## src/hw/rtl/assert_macros.svh

```systemverilog
// assertion macros used by the rtl top level of the range header parser
// expects signals named clock and reset in the including module
`ifndef ASSERT_MACROS_SVH
`define ASSERT_MACROS_SVH

// same-cycle implication, off while reset is high
`define ASSERT_IMPL(lbl, ante, cons, msg) \
   lbl: assert property (@(posedge clock) disable iff (reset) (ante) |-> (cons)) \
      else $error(msg);

// next-cycle implication, off while reset is high
`define ASSERT_NEXT(lbl, ante, cons, msg) \
   lbl: assert property (@(posedge clock) disable iff (reset) (ante) |=> (cons)) \
      else $error(msg);

`endif

```

## src/hw/rtl/hrhp_pkg.sv

```systemverilog
// shared types, constants and helpers of the http range header parser
// no dependencies; used by the channel interface, the number reader and the top level
package hrhp_pkg;

   localparam int unsigned PREFIX_LEN = 6;

   localparam logic [7:0] DASH_CHAR = 8'h2d;
   localparam logic [7:0] PLUS_CHAR = 8'h2b;

   // magnitude bound for signed 64-bit, and its tenth
   localparam logic [63:0] MAG_LIMIT = 64'h8000_0000_0000_0000;
   localparam logic [63:0] MAG_DIV10 = 64'd922337203685477580;
   localparam logic [3:0]  MAG_MOD10 = 4'd8;

   localparam logic [1:0] OUTCOME_FULL      = 2'd0;
   localparam logic [1:0] OUTCOME_OFFSET    = 2'd1;
   localparam logic [1:0] OUTCOME_MALFORMED = 2'd2;

   typedef enum logic [1:0] {
      PH_BLANK,
      PH_SIGN,
      PH_DIGITS,
      PH_DONE
   } phase_type;

   typedef struct packed {
      phase_type   phase;
      logic        negative;
      logic [63:0] magnitude;
      logic        overflow;
   } reader_type;

   localparam reader_type READER_CLEAR = '{
      phase:     PH_BLANK,
      negative:  1'b0,
      magnitude: 64'd0,
      overflow:  1'b0
   };

   typedef struct packed {
      logic [7:0] char_byte;
      logic       end_of_value;
   } req_payload_type;

   typedef struct packed {
      logic [63:0] start_offset;
      logic [63:0] end_limit;
      logic [1:0]  outcome;
   } rsp_payload_type;

   // expected byte of "bytes=" at a prefix position
   function automatic logic [7:0] prefix_char(input logic [2:0] pos);
      logic [7:0] c;
      case (pos)
         3'd0:    c = 8'h62;
         3'd1:    c = 8'h79;
         3'd2:    c = 8'h74;
         3'd3:    c = 8'h65;
         3'd4:    c = 8'h73;
         3'd5:    c = 8'h3d;
         default: c = 8'h00;
      endcase
      return c;
   endfunction

   // space, tab, lf, vt, ff, cr
   function automatic logic is_blank(input logic [7:0] c);
      return (c == 8'h20) || (c >= 8'h09 && c <= 8'h0d);
   endfunction

endpackage

```

## src/hw/rtl/hrhp_chan_if.sv

```systemverilog
// valid/ready channel carrying one payload struct per transfer
// payload types come from hrhp_pkg
interface hrhp_chan_if #(
   parameter type payload_type = hrhp_pkg::req_payload_type
);
   logic        valid;
   logic        ready;
   payload_type payload;

   modport source (output valid, output payload, input ready);
   modport sink   (input valid, input payload, output ready);
endinterface

```

## src/hw/rtl/http_range_header_parser_core.sv

```systemverilog
// top level of the http range header parser: byte input, one result per header value
// depends on hrhp_pkg, hrhp_chan_if, hrhp_num_reader and assert_macros.svh
//
// The header value (for example "bytes=100-199") streams in one byte per
// transfer on req_chan, with end_of_value set on its final byte. A new byte
// can be taken every clock cycle, but a final byte waits for room in the
// snapshot stage; the figure is set by the per-byte multiply-by-ten accumulate
// of the two number readers, done combinationally as shift-and-add. After the
// final byte the result (start_offset, end_limit, outcome) passes the input
// register and the snapshot, value and compare stages to rsp_chan, and bytes
// of the next header value may follow the final byte at once. Outcome 0 is a
// full range, 1 an offset only (end_limit zero), 2 malformed (both numbers zero).
`include "assert_macros.svh"

module http_range_header_parser_core (
   input logic        clock,
   input logic        reset,
   hrhp_chan_if.sink  req_chan,
   hrhp_chan_if.source rsp_chan
);

   // final snapshot taken on the last byte of a value
   typedef struct packed {
      logic                 prefix_ok;
      logic                 dash;
      logic                 after;
      hrhp_pkg::reader_type first;
      hrhp_pkg::reader_type second;
   } fin_type;

   // signed values and range checks, ready for the final compare
   typedef struct packed {
      logic        malformed;
      logic        short_range;
      logic [63:0] first_val;
      logic [63:0] second_val;
   } val_type;

   // input register
   logic                      in_valid_ff;
   hrhp_pkg::req_payload_type in_ff;

   // value-level parse state
   logic [2:0] pos_ff,    pos_in;
   logic       failed_ff, failed_in;
   logic       dash_ff,   dash_in;
   logic       after_ff,  after_in;

   // pipeline after the state update
   logic                      s1_valid_ff;
   fin_type                   s1_ff;
   logic                      s2_valid_ff;
   val_type                   s2_ff, s2_in;
   logic                      rsp_valid_ff;
   hrhp_pkg::rsp_payload_type rsp_ff, rsp_in;

   // handshake flow, each stage moves when the one after it has room
   logic rsp_free, s2_free, s1_free, in_take, in_free, in_last;

   logic                 in_prefix_done;
   logic                 feed_first, feed_second, clear_readers;
   hrhp_pkg::reader_type first_next, second_next;
   logic                 first_oor, second_oor;

   assign in_last  = in_ff.end_of_value;
   assign rsp_free = !rsp_valid_ff || rsp_chan.ready;
   assign s2_free  = !s2_valid_ff || rsp_free;
   assign s1_free  = !s1_valid_ff || s2_free;
   // a non-final byte only updates state, a final one needs room for its snapshot
   assign in_take  = in_valid_ff && (!in_last || s1_free);
   assign in_free  = !in_valid_ff || in_take;

   assign req_chan.ready   = in_free;
   assign rsp_chan.valid   = rsp_valid_ff;
   assign rsp_chan.payload = rsp_ff;

   always_ff @(posedge clock) begin
      if (reset) begin
         in_valid_ff <= 1'b0;
      end else if (in_free) begin
         in_valid_ff <= req_chan.valid;
      end
      if (in_free && req_chan.valid) begin
         in_ff <= req_chan.payload;
      end
   end

   // prefix match, then dash search; a failed prefix freezes everything
   assign in_prefix_done = (pos_ff == 3'(hrhp_pkg::PREFIX_LEN));
   assign feed_first     = in_take && in_prefix_done && !failed_ff;
   assign feed_second    = feed_first && dash_ff;
   assign clear_readers  = in_take && in_last;

   always_comb begin
      pos_in    = pos_ff;
      failed_in = failed_ff;
      dash_in   = dash_ff;
      after_in  = after_ff;
      if (in_take) begin
         if (!in_prefix_done) begin
            if (!failed_ff) begin
               if (in_ff.char_byte == hrhp_pkg::prefix_char(pos_ff)) pos_in = pos_ff + 3'd1;
               else                                                 failed_in = 1'b1;
            end
         end else if (!failed_ff) begin
            if (dash_ff) begin
               after_in = 1'b1;
            end else if (in_ff.char_byte == hrhp_pkg::DASH_CHAR) begin
               dash_in = 1'b1;
            end
         end
      end
   end

   always_ff @(posedge clock) begin
      if (reset || clear_readers) begin
         pos_ff    <= 3'd0;
         failed_ff <= 1'b0;
         dash_ff   <= 1'b0;
         after_ff  <= 1'b0;
      end else begin
         pos_ff    <= pos_in;
         failed_ff <= failed_in;
         dash_ff   <= dash_in;
         after_ff  <= after_in;
      end
   end

   // first number from just after the prefix, second from just after the dash
   hrhp_num_reader u_first (
      .clock     (clock),
      .reset     (reset),
      .feed      (feed_first),
      .clear     (clear_readers),
      .char_byte (in_ff.char_byte),
      .rd_next   (first_next)
   );

   hrhp_num_reader u_second (
      .clock     (clock),
      .reset     (reset),
      .feed      (feed_second),
      .clear     (clear_readers),
      .char_byte (in_ff.char_byte),
      .rd_next   (second_next)
   );

   // snapshot stage
   always_ff @(posedge clock) begin
      if (reset) begin
         s1_valid_ff <= 1'b0;
      end else if (s1_free) begin
         s1_valid_ff <= in_take && in_last;
      end
      if (in_take && in_last) begin
         s1_ff.prefix_ok <= (pos_in == 3'(hrhp_pkg::PREFIX_LEN)) && !failed_in;
         s1_ff.dash      <= dash_in;
         s1_ff.after     <= after_in;
         s1_ff.first     <= first_next;
         s1_ff.second    <= second_next;
      end
   end

   // value stage: range checks and sign applied
   assign first_oor  = s1_ff.first.overflow ||
                       (!s1_ff.first.negative && s1_ff.first.magnitude == hrhp_pkg::MAG_LIMIT);
   assign second_oor = s1_ff.second.overflow ||
                       (!s1_ff.second.negative &&
                        s1_ff.second.magnitude == hrhp_pkg::MAG_LIMIT);

   always_comb begin
      s2_in.malformed   = !s1_ff.prefix_ok || !s1_ff.dash || first_oor;
      s2_in.short_range = !s1_ff.after || second_oor;
      s2_in.first_val   = s1_ff.first.negative ? (64'd0 - s1_ff.first.magnitude)
                                               : s1_ff.first.magnitude;
      s2_in.second_val  = s1_ff.second.negative ? (64'd0 - s1_ff.second.magnitude)
                                                : s1_ff.second.magnitude;
   end

   always_ff @(posedge clock) begin
      if (reset) begin
         s2_valid_ff <= 1'b0;
      end else if (s2_free) begin
         s2_valid_ff <= s1_valid_ff;
      end
      if (s2_free && s1_valid_ff) begin
         s2_ff <= s2_in;
      end
   end

   // compare stage: unsigned order check, outcome select
   always_comb begin
      rsp_in.start_offset = s2_ff.first_val;
      rsp_in.end_limit    = 64'd0;
      rsp_in.outcome      = hrhp_pkg::OUTCOME_OFFSET;
      if (s2_ff.malformed) begin
         rsp_in.start_offset = 64'd0;
         rsp_in.outcome      = hrhp_pkg::OUTCOME_MALFORMED;
      end else if (!s2_ff.short_range && !(s2_ff.second_val < s2_ff.first_val)) begin
         rsp_in.end_limit = s2_ff.second_val;
         rsp_in.outcome   = hrhp_pkg::OUTCOME_FULL;
      end
   end

   always_ff @(posedge clock) begin
      if (reset) begin
         rsp_valid_ff <= 1'b0;
      end else if (rsp_free) begin
         rsp_valid_ff <= s2_valid_ff;
      end
      if (rsp_free && s2_valid_ff) begin
         rsp_ff <= rsp_in;
      end
   end

   // checks on the result rules and the final-byte path
   `ASSERT_IMPL(a_limit_zero, rsp_valid_ff && rsp_ff.outcome != hrhp_pkg::OUTCOME_FULL, rsp_ff.end_limit == 64'd0, "end_limit nonzero without full range")
   `ASSERT_IMPL(a_malformed_zero, rsp_valid_ff && rsp_ff.outcome == hrhp_pkg::OUTCOME_MALFORMED, rsp_ff.start_offset == 64'd0, "start_offset nonzero on malformed value")
   `ASSERT_IMPL(a_full_order, rsp_valid_ff && rsp_ff.outcome == hrhp_pkg::OUTCOME_FULL, rsp_ff.end_limit >= rsp_ff.start_offset, "full range with limit below offset")
   `ASSERT_NEXT(a_final_snapshot, in_take && in_last, s1_valid_ff && pos_ff == 3'd0 && !dash_ff, "final byte did not reach snapshot or state not cleared")

endmodule

```

## src/hw/rtl/hrhp_num_reader.sv

```systemverilog
// strtol-style decimal reader: blanks, optional sign, digits, 64-bit overflow
// depends on hrhp_pkg (reader_type, phase codes, bounds)
module hrhp_num_reader (
   input  logic                clock,
   input  logic                reset,
   input  logic                feed,
   input  logic                clear,
   input  logic [7:0]          char_byte,
   output hrhp_pkg::reader_type rd_next
);

   hrhp_pkg::reader_type rd_ff;
   hrhp_pkg::reader_type rd_calc;

   logic        is_digit;
   logic [3:0]  digit_val;
   logic        acc_big;
   logic [63:0] acc_mag;

   assign is_digit  = char_byte inside {[8'h30:8'h39]};
   assign digit_val = char_byte[3:0];

   // times ten as two shifts and an add
   assign acc_big = (rd_ff.magnitude > hrhp_pkg::MAG_DIV10) ||
                    (rd_ff.magnitude == hrhp_pkg::MAG_DIV10 &&
                     digit_val > hrhp_pkg::MAG_MOD10);
   assign acc_mag = (rd_ff.magnitude << 3) + (rd_ff.magnitude << 1) +
                    {60'd0, digit_val};

   always_comb begin
      rd_calc = rd_ff;
      case (rd_ff.phase)
         hrhp_pkg::PH_BLANK: begin
            if (hrhp_pkg::is_blank(char_byte)) begin
               rd_calc.phase = hrhp_pkg::PH_BLANK;
            end else if (char_byte == hrhp_pkg::PLUS_CHAR ||
                         char_byte == hrhp_pkg::DASH_CHAR) begin
               rd_calc.negative = (char_byte == hrhp_pkg::DASH_CHAR);
               rd_calc.phase    = hrhp_pkg::PH_SIGN;
            end else if (is_digit) begin
               rd_calc.phase = hrhp_pkg::PH_DIGITS;
               if (!rd_ff.overflow) begin
                  if (acc_big) rd_calc.overflow = 1'b1;
                  else         rd_calc.magnitude = acc_mag;
               end
            end else begin
               rd_calc.phase = hrhp_pkg::PH_DONE;
            end
         end
         hrhp_pkg::PH_SIGN, hrhp_pkg::PH_DIGITS: begin
            if (is_digit) begin
               rd_calc.phase = hrhp_pkg::PH_DIGITS;
               if (!rd_ff.overflow) begin
                  if (acc_big) rd_calc.overflow = 1'b1;
                  else         rd_calc.magnitude = acc_mag;
               end
            end else begin
               rd_calc.phase = hrhp_pkg::PH_DONE;
            end
         end
         default: begin
            rd_calc = rd_ff;
         end
      endcase
   end

   assign rd_next = feed ? rd_calc : rd_ff;

   always_ff @(posedge clock) begin
      if (reset || clear) begin
         rd_ff <= hrhp_pkg::READER_CLEAR;
      end else begin
         rd_ff <= rd_next;
      end
   end

endmodule

```

## src/flat_wrapper.sv

```systemverilog
// flat-port wrapper written by rule: the top's interface ports become plain ports
module http_range_header_parser_core_flat 
  (clock, reset, req_chan_valid, req_chan_payload, req_chan_ready, rsp_chan_valid, rsp_chan_payload, rsp_chan_ready);
  hrhp_chan_if #(.payload_type(hrhp_pkg::req_payload_type)) req_chan_i ();
  hrhp_chan_if #(.payload_type(hrhp_pkg::rsp_payload_type)) rsp_chan_i ();
  input logic clock;
  input logic reset;
  input wire logic [$bits(req_chan_i.valid)-1:0] req_chan_valid;
  input wire logic [$bits(req_chan_i.payload)-1:0] req_chan_payload;
  output wire logic [$bits(req_chan_i.ready)-1:0] req_chan_ready;
  output wire logic [$bits(rsp_chan_i.valid)-1:0] rsp_chan_valid;
  output wire logic [$bits(rsp_chan_i.payload)-1:0] rsp_chan_payload;
  input wire logic [$bits(rsp_chan_i.ready)-1:0] rsp_chan_ready;
  assign req_chan_i.valid = req_chan_valid;
  assign req_chan_i.payload = req_chan_payload;
  assign req_chan_ready = req_chan_i.ready;
  assign rsp_chan_valid = rsp_chan_i.valid;
  assign rsp_chan_payload = rsp_chan_i.payload;
  assign rsp_chan_i.ready = rsp_chan_ready;
  http_range_header_parser_core u_core (.clock(clock), .reset(reset), .req_chan(req_chan_i), .rsp_chan(rsp_chan_i));
endmodule
```

## config.mk

```make
export PLATFORM = sky130hd
export DESIGN_NAME = http_range_header_parser_core_flat
export DESIGN_NICKNAME = d
export VERILOG_FILES = /design/src/hw/rtl/hrhp_pkg.sv /design/src/hw/rtl/hrhp_chan_if.sv /design/src/hw/rtl/http_range_header_parser_core.sv /design/src/hw/rtl/hrhp_num_reader.sv /design/src/flat_wrapper.sv
export VERILOG_INCLUDE_DIRS = /design/src /design/src/hw/rtl
export SDC_FILE = /design/constraint.sdc
export NUM_CORES = 1
export LEC_CHECK = 0
export BUFFER_PORTS_ARGS = -buffer_cell sky130_fd_sc_hd__buf_2
export CORE_UTILIZATION = 63
export DETAILED_ROUTE_END_ITERATION = 6
export PLACE_DENSITY = 0.85
export SETUP_SLACK_MARGIN = 0.1
export SLEW_MARGIN = 20
export SYNTH_ARGS = -nofsm -noshare
export SYNTH_HDL_FRONTEND = slang
export SYNTH_SLANG_ARGS = --single-unit
```

## constraint.sdc

```tcl
create_clock -name clock -period 11.7 [get_ports clock]
set_clock_uncertainty 0.2 [all_clocks]
set_input_delay 0 -clock clock [delete_from_list [all_inputs] [get_ports clock]]
set_output_delay 0 -clock clock [all_outputs]
set_load 0.02 [all_outputs]
```

==> summary.txt, run 1 <==
Run status
  • Status: complete, but fails checks
  • Failing checks: DRC

Power
  • Leakage: 0.01492 µW
  • PwrDens: 109.2 mW/mm²
  • Switch Pwr: 824.0 µW
  • P_int: 3129 µW
  • Sequential share of power: 53.6%
  • Switching part of the total: 20.84%
  • Clock Power Share: 43.3%
  • Peak VDD IR: 0.0001193 V
  • Logic pwr share: 3.0%

Detailed routing
  • Antenna-violating nets left: 0
  • DR vias/cell: 6.476
  • Initial drt markers: 3,051
  • Routed vias: 26,616
  • TritonRoute pass-1 iters: 7
  • DRC: 3
  • WL/cell: 21.95 µm
  • Post-Route WL: 90,220 µm

Clock network
  • CTS Buf Count: 52
  • CTS tree: built
  • H-tree depth: 2
  • Clk sink count: 550
  • Clock Tree Buf Depth: 3
  • Clk Latency, worst-skew pair: 590 ps
  • Root buf cell: clkbuf_16
  • Post-CTS Resized: 0
  • Worst-path clk slew: 60 ps

Synthesis
  • Seq/Total Area, Yosys: 45.71%
  • Post-synth EDFFs: 404
  • Post-Syn Instances: 3,272
  • Post-synth top flop: edfxtp_1
  • Syn nets: 3,606
  • Most frequent cell after synthesis: edfxtp_1
  • Synth top area share: 36.83%
  • Synthesis-stage register bit count: 550
  • Cell taking the most area after synthesis: edfxtp_1
  • Most frequent cells after synthesis: edfxtp_1, ha_1, nand2_1, nor2_1, o21ai_0
  • Synth warnings: 0
  • Mean Syn Cell Area: 10.07 µm²
  • Ys async rst share: 0%
  • Top post-synthesis cells by area: edfxtp_1, ha_1, dfxtp_1, xnor2_1, o21ai_0
  • Synth unique cells: 76
  • Mapped cell area: 0.03294 mm²

STA
  • Final setup margin: 6418 ps
  • RSZ-0062 raised after global routing: no
  • Setup TNS: 0 ps
  • Worst Hold Slack: 59.97 ps
  • Max-slew headroom: 26.64%
  • Final Max Tran Viols: 0
  • Final Cycle Share: 45.15%
  • # setup viols final: 0
  • Final hold vios: 0
  • Worst slew pin tran: 1090 ps
  • Achievable Freq: 189.3 MHz
  • Min Tclk post-route: 5282 ps

Min path
  • HP Class: primary input to register

GRT
  • Largest net degree at the start of global routing: 82
  • Vias in the first global route: 25,538
  • First-pass GRT wire length: 140,100 µm
  • GRT Total Usage: 33.41%
  • Initial antenna violation count: 1
  • GRT Residual Overflow: 0

Placed design
  • Port Buffers: 144
  • Setup WS pre-CTS: 6623 ps
  • RD Place Congestion: 0.9588
  • Dpl hpwl: 67,340 µm
  • Placed Area: 0.03426 mm²

Finish
  • Layout cells sized above 1: 8.426%
  • Layout area overhead: 9.880%
  • Final Core Density: 70.26%
  • Post-route cell area: 0.03619 mm²
  • Nets: 3,723
  • ANT cells: 0

Worst setup path
  • Critical path capture point: u_core.u_first.rd_ff[7]
  • RR Startpoint: u_core.u_first.rd_ff[61]
  • Crit path required time: 12,010 ps
  • Worst Setup SP: u_core.u_first.rd_ff[61]
  • Crit path max fanout: 20
  • Reg2Reg Capture Point: u_core.u_first.rd_ff[7]
  • CP Capture Type: register
  • Critical path launch point type: register
  • Crit path DAT: 5590 ps
  • Reg2Reg Depth: 10
  • R2r setup slk: 6420 ps
  • Critical path class: register to register

Job
  • Max-cap violation count: 0

Floorplanning
  • Rows: 83
  • Total die area: 0.05320 mm²
  • Die Wd: 230.7 µm
  • I/O pin count: 145
  • CORE AREA: 0.05151 mm²
  • Die Ht: 230.7 µm
  • Initial core utilization: 63.95%
==> how the worst min path moves through the flow <==
stage                       endpoint  slack [ps]  depth (start not counted)                start
2_1_floorplan     u_core.in_valid_ff        -130                          1                reset
3_3_place_gp         u_core.in_ff[6]         -20                          1  req_chan_payload[6]
3_5_place_dp         u_core.in_ff[5]         -20                          1  req_chan_payload[5]
4_1_cts        u_core.rsp_chan.valid          30                          3                reset
5_1_grt        u_core.rsp_chan.valid          70                          3                reset
6_report       u_core.rsp_chan.valid          60                          3                reset
==> what timing repair did <==
item,CTS,global route
buffers inserted,0,0
hold buffers,22,0
hold endpoints to repair,76,0
==> cell families (layout without fill, tap and decap cells) <==
| family | after synthesis | after routing | synth area share (%) |
|---|---|---|---|
| AO/OA/AOI/OAI | 875 | 875 | 17.12 |
| XOR/XNOR | 245 | 245 | 6.515 |
| adder cells (fa/ha/maj) | 321 | 321 | 12.28 |
| buffers and inverters | 256 | 414 | 2.921 |
| flip-flops | 550 | 550 | 45.71 |
| multiplexers | 9 | 9 | 0.2773 |
| AND/OR/NAND/NOR | 1016 | 1016 | 15.18 |
==> layout by cell type (no fill, tap or decap), drive strengths merged, types with 8 or more instances in the layout <==
cell type and count:
a22o 49, clkinv 9, nor4 25, nor2 242, o21a 26, a221oi 8, a21boi 15, clkbuf 76
nand3 44, and2 167, inv 132, a21o 80, o211ai 24, mux2i 8, xnor2 187, nor2b 19
nand2b 20, ha 317, o41ai 24, o21ai 227, edfxtp 404, a211oi 23, or4 26, a21oi 221
o21bai 21, o221ai 10, nand4 56, a31oi 32, dlygate4sd3 22, or3 21, or2 12, dfxtp 146
and3 8, nor3 60, xor2 58, o31ai 46, nand2 302, buf 166
==> state kept, by name, summed over array words and instances, names as in the netlist, 3 cells and up <==
| register | cells |
|---|---|
| u_core.s2_ff | 130 |
| u_core.rsp_chan.payload | 130 |
| u_core.u_first.rd_ff | 68 |
| u_core.s1_ff | 135 |
| u_core.pos_ff | 3 |
| u_core.u_second.rd_ff | 68 |
| u_core.in_ff | 8 |
==> critical path, stage by stage, from the launching register on <==
cell      delay (ps)
dfxtp_1          360
or4_1            630
or4_1            580
a211oi_1         220
o31a_1           180
a21o_1           110
nor2b_1          680
nand2_1          750
nor2_2          1070
a22o_1           290
and2_1           130
==> power by group through the flow <==
stage	logic (µW)	clock network (µW)	registers (µW)
after global routing	131	1800	2120
final	120	1710	2120
after floorplan	67.9	0	2170
after CTS	119	1720	2120
after detailed placement	112	0	2160
after global placement	107	0	2160
==> layout make-up <==
type / count / area [µm²]
fill: 3737 / 15320
sequential: 550 / 15050
clock buffer: 76 / 1483
inverter: 131 / 491.7
tap: 680 / 850.8
clock inverter: 19 / 232.7
multi-input combinational: 2466 / 16970
timing repair buffer: 188 / 1106
==> through the flow <==
stage                     cells  power [µW]
after floorplan            3272        2235
after global placement     3993        2267
after detailed placement   3993        2273
after CTS                  4110        3956
after global routing       4110        4048
final                      4110        3953
==> layer usage <==
layer / global-route usage, % / wire (µm)
met1: 45.75 / 37310
met2: 54.29 / 41650
met3: 5.114 / 8212
met4: 11.22 / 3050
met5: 0 / 0
No activity file was read; power rests on OpenSTA's default activity.
==> run 2, diff against run 1 <==
==> constraint.sdc (replaced) <==
create_clock -name clock -period 5.3 [get_ports clock]
set_clock_uncertainty 0.2 [all_clocks]
set_input_delay 0 -clock clock [delete_from_list [all_inputs] [get_ports clock]]
set_output_delay 0 -clock clock [all_outputs]
set_load 0.02 [all_outputs]
==> summary.txt, run 2 (synthesis results as in run 1) <==
Power
  • Switch Pwr: 1921 µW (was 824.0 µW)
  • Leakage: 0.01510 µW (was 0.01492 µW)
  • Switching part of the total: 21.70% (was 20.84%)
  • Peak VDD IR: 0.0002885 V (was 0.0001193 V)
  • P_int: 6931 µW (was 3129 µW)
  • Clock Power Share: 44.0% (was 43.3%)
  • Logic pwr share: 3.2% (was 3.0%)
  • PwrDens: 242.3 mW/mm² (was 109.2 mW/mm²)
  • Total Power: 8852 µW (was 3953 µW)
  • Sequential share of power: 52.9% (was 53.6%)

STA
  • Worst Hold Slack: 146.2 ps (was 59.97 ps)
  • Min Tclk post-route: 4933 ps (was 5282 ps)
  • Achievable Freq: 202.7 MHz (was 189.3 MHz)
  • Final Cycle Share: 93.08% (was 45.15%)
  • Final Max Tran Viols: 0 (unchanged)
  • Worst slew pin tran: 1196 ps (was 1090 ps)
  • Final hold vios: 0 (unchanged)
  • # setup viols final: 0 (unchanged)
  • Setup TNS: 0 ps (unchanged)
  • RSZ-0062 raised after global routing: no (unchanged)
  • Max-slew headroom: 20.19% (was 26.64%)

Clock network
  • CTS tree: built (unchanged)
  • Clk sink count: 550 (unchanged)
  • Root buf cell: clkbuf_16 (unchanged)
  • Clk Latency, worst-skew pair: 620 ps (was 590 ps)
  • Worst-path clk slew: 60 ps (about the same)
  • CTS Buf Count: 55 (was 52)
  • H-tree depth: 2 (unchanged)
  • Clock Tree Buf Depth: 3 (unchanged)

Floorplanning
  • Total die area: 0.05320 mm² (unchanged)
  • CORE AREA: 0.05151 mm² (unchanged)
  • Die Wd: 230.7 µm (unchanged)
  • Initial core utilization: 63.95% (unchanged)
  • Rows: 83 (unchanged)
  • I/O pin count: 145 (unchanged)
  • Die Ht: 230.7 µm (unchanged)

Worst setup path
  • Critical path launch point type: register (unchanged)
  • Cell Chain, Critical Path: inv_1, fa_1, inv_1, fa_1, a211oi_1, o21ai_0, a21boi_0, a211o_1, o31a_1, o31ai_1, buf_4, o21ai_0, nand2_1, a311oi_1, xnor2_1, a22o_1 (was or4_1, or4_1, a211oi_1, o31a_1, a21o_1, nor2b_1, nand2_1, nor2_2, a22o_1, and2_1)
  • Crit path DAT: 5090 ps (was 5590 ps)
  • Crit-path leading delay family: compound AO/OA/AOI/OAI gates (was simple AND/OR/NAND/NOR gates)
  • Crit path required time: 5460 ps (was 12,010 ps)
  • CP Buf/Inv Count: 3 (was 0)
  • Crit path max fanout: 5 (was 20)
  • Max stage delay on crit path: 510 ps (was 1070 ps)
  • Slowest CP cell: fa_1 (was nor2_2)
  • Critical path class: register to register (unchanged)
  • CP Capture Type: register (unchanged)

Detailed routing
  • Antenna-violating nets left: 0 (unchanged)
  • Routed vias: 26,961 (was 26,616)
  • Post-Route WL: 94,990 µm (was 90,220 µm)
  • Initial drt markers: 2,781 (was 3,051)
  • DR vias/cell: 6.508 (was 6.476)
  • DRC: 0 (was 3)
  • TritonRoute pass-1 iters: 6 (was 7)
  • WL/cell: 22.93 µm (was 21.95 µm)

Finish
  • Post-route cell area: 0.03654 mm² (was 0.03619 mm²)
  • Layout cells sized above 1: 9.125% (was 8.426%)
  • ANT cells: 0 (unchanged)
  • Non-Filler Instances: 4,143 (was 4,110)
  • Fill count: 3,684 (was 3,737)
  • Number of flip-flops in the largest register: 135 (unchanged)
  • Layout area overhead: 10.93% (was 9.880%)
  • Nets: 3,750 (was 3,723)
  • Biggest register: u_core.s1_ff (unchanged)
  • Most frequent cells in the layout: edfxtp_1, ha_1, nand2_1 (unchanged)
  • Most common cell after layout, fill and taps aside: edfxtp_1 (unchanged)

GRT
  • First-pass GRT wire length: 145,600 µm (was 140,100 µm)
  • Largest net degree at the start of global routing: 130 (was 82)
  • Initial antenna violation count: 4 (was 1)
  • Vias in the first global route: 25,875 (was 25,538)
  • GRT Residual Overflow: 0 (unchanged)
  • GRT Total Usage: 35.13% (was 33.41%)

Placed design
  • Port Buffers: 144 (unchanged)
  • Placed Area: 0.03449 mm² (was 0.03426 mm²)
  • Dpl hpwl: 70,160 µm (was 67,340 µm)
  • RD Place Congestion: 0.9658 (was 0.9588)
  • Placed cell count: 4,015 (was 3,993)

Job
  • Max-cap violation count: 0 (unchanged)

Run status
  • Status: finished clean (was complete, but fails checks)

Min path
  • HP Class: primary input to register (unchanged)
[run 2: power by group through the flow]
stage | combinational (µW) | sequential (µW) | clock (µW)
after global placement | 244 | 4770 | 0
after floorplan | 150 | 4770 | 0
after CTS | 272 | 4680 | 3900
after detailed placement | 256 | 4770 | 0
after global routing | 301 | 4680 | 4070
final | 279 | 4680 | 3890
[run 2: metal layers]
metal	global-route usage [%]	wire, µm	up-vias
li1	-	-	12352
met4	11.59	3026	2
met3	5.583	9188	204
met1	49.01	39750	12948
met5	0	11	-
met2	55.99	43010	1455
[run 2: final timing paths]
| kind | from | endpoint | slack [ps] | cells after the start |
|---|---|---|---|---|
| setup / recovery | u_core.in_ff[4] | u_core.s1_ff[129] | 370 | 16 |
| hold reg to reg | u_core.u_second.rd_ff[66] | u_core.u_second.rd_ff[66] | 280 | 2 |
| setup reg to reg | u_core.in_ff[4] | u_core.s1_ff[129] | 370 | 16 |
| hold / removal | rsp_chan_ready | u_core.rsp_chan.valid | 150 | 5 |
[run 2: final cells by class]
type,instances,area (µm²),area share [%]
clock buffers,78,1556,4.260
clock inverters,26,230.2,0.6301
inverters,131,491.7,1.346
multi-input cells,2466,17000,46.52
flip-flops and latches,550,15050,41.20
well taps,680,850.8,2.329
repair buffers,212,1356,3.712
[run 2: metrics by stage]
step | utilization [%] | setup WS (ps)
finish | 70.93 | 366.9
global route | 70.93 | 112.0
detailed placement | 66.96 | 358.8
floorplan | - | 568.9
global placement | 66.87 | 545.6
CTS | 70.89 | 255.1
[run 2: what timing repair did]
action | in CTS | in global routing
endpoints found under the setup margin | 0 | 14
endpoints found under the hold margin | 130 | 0
buffers inserted | 0 | 0
hold buffers | 24 | 0
gates resized for setup | 0 | 4
[run 2: worst register-to-register path, delay by kind of cell (launching register included)]
family / cells / cell delay [ps]
flip-flops: 1 / 440
AND/OR/NAND/NOR: 1 / 170
XOR/XNOR: 1 / 140
AO/OA/AOI/OAI: 9 / 2320
buffers and inverters: 3 / 420
adder cells (fa/ha/maj): 2 / 990
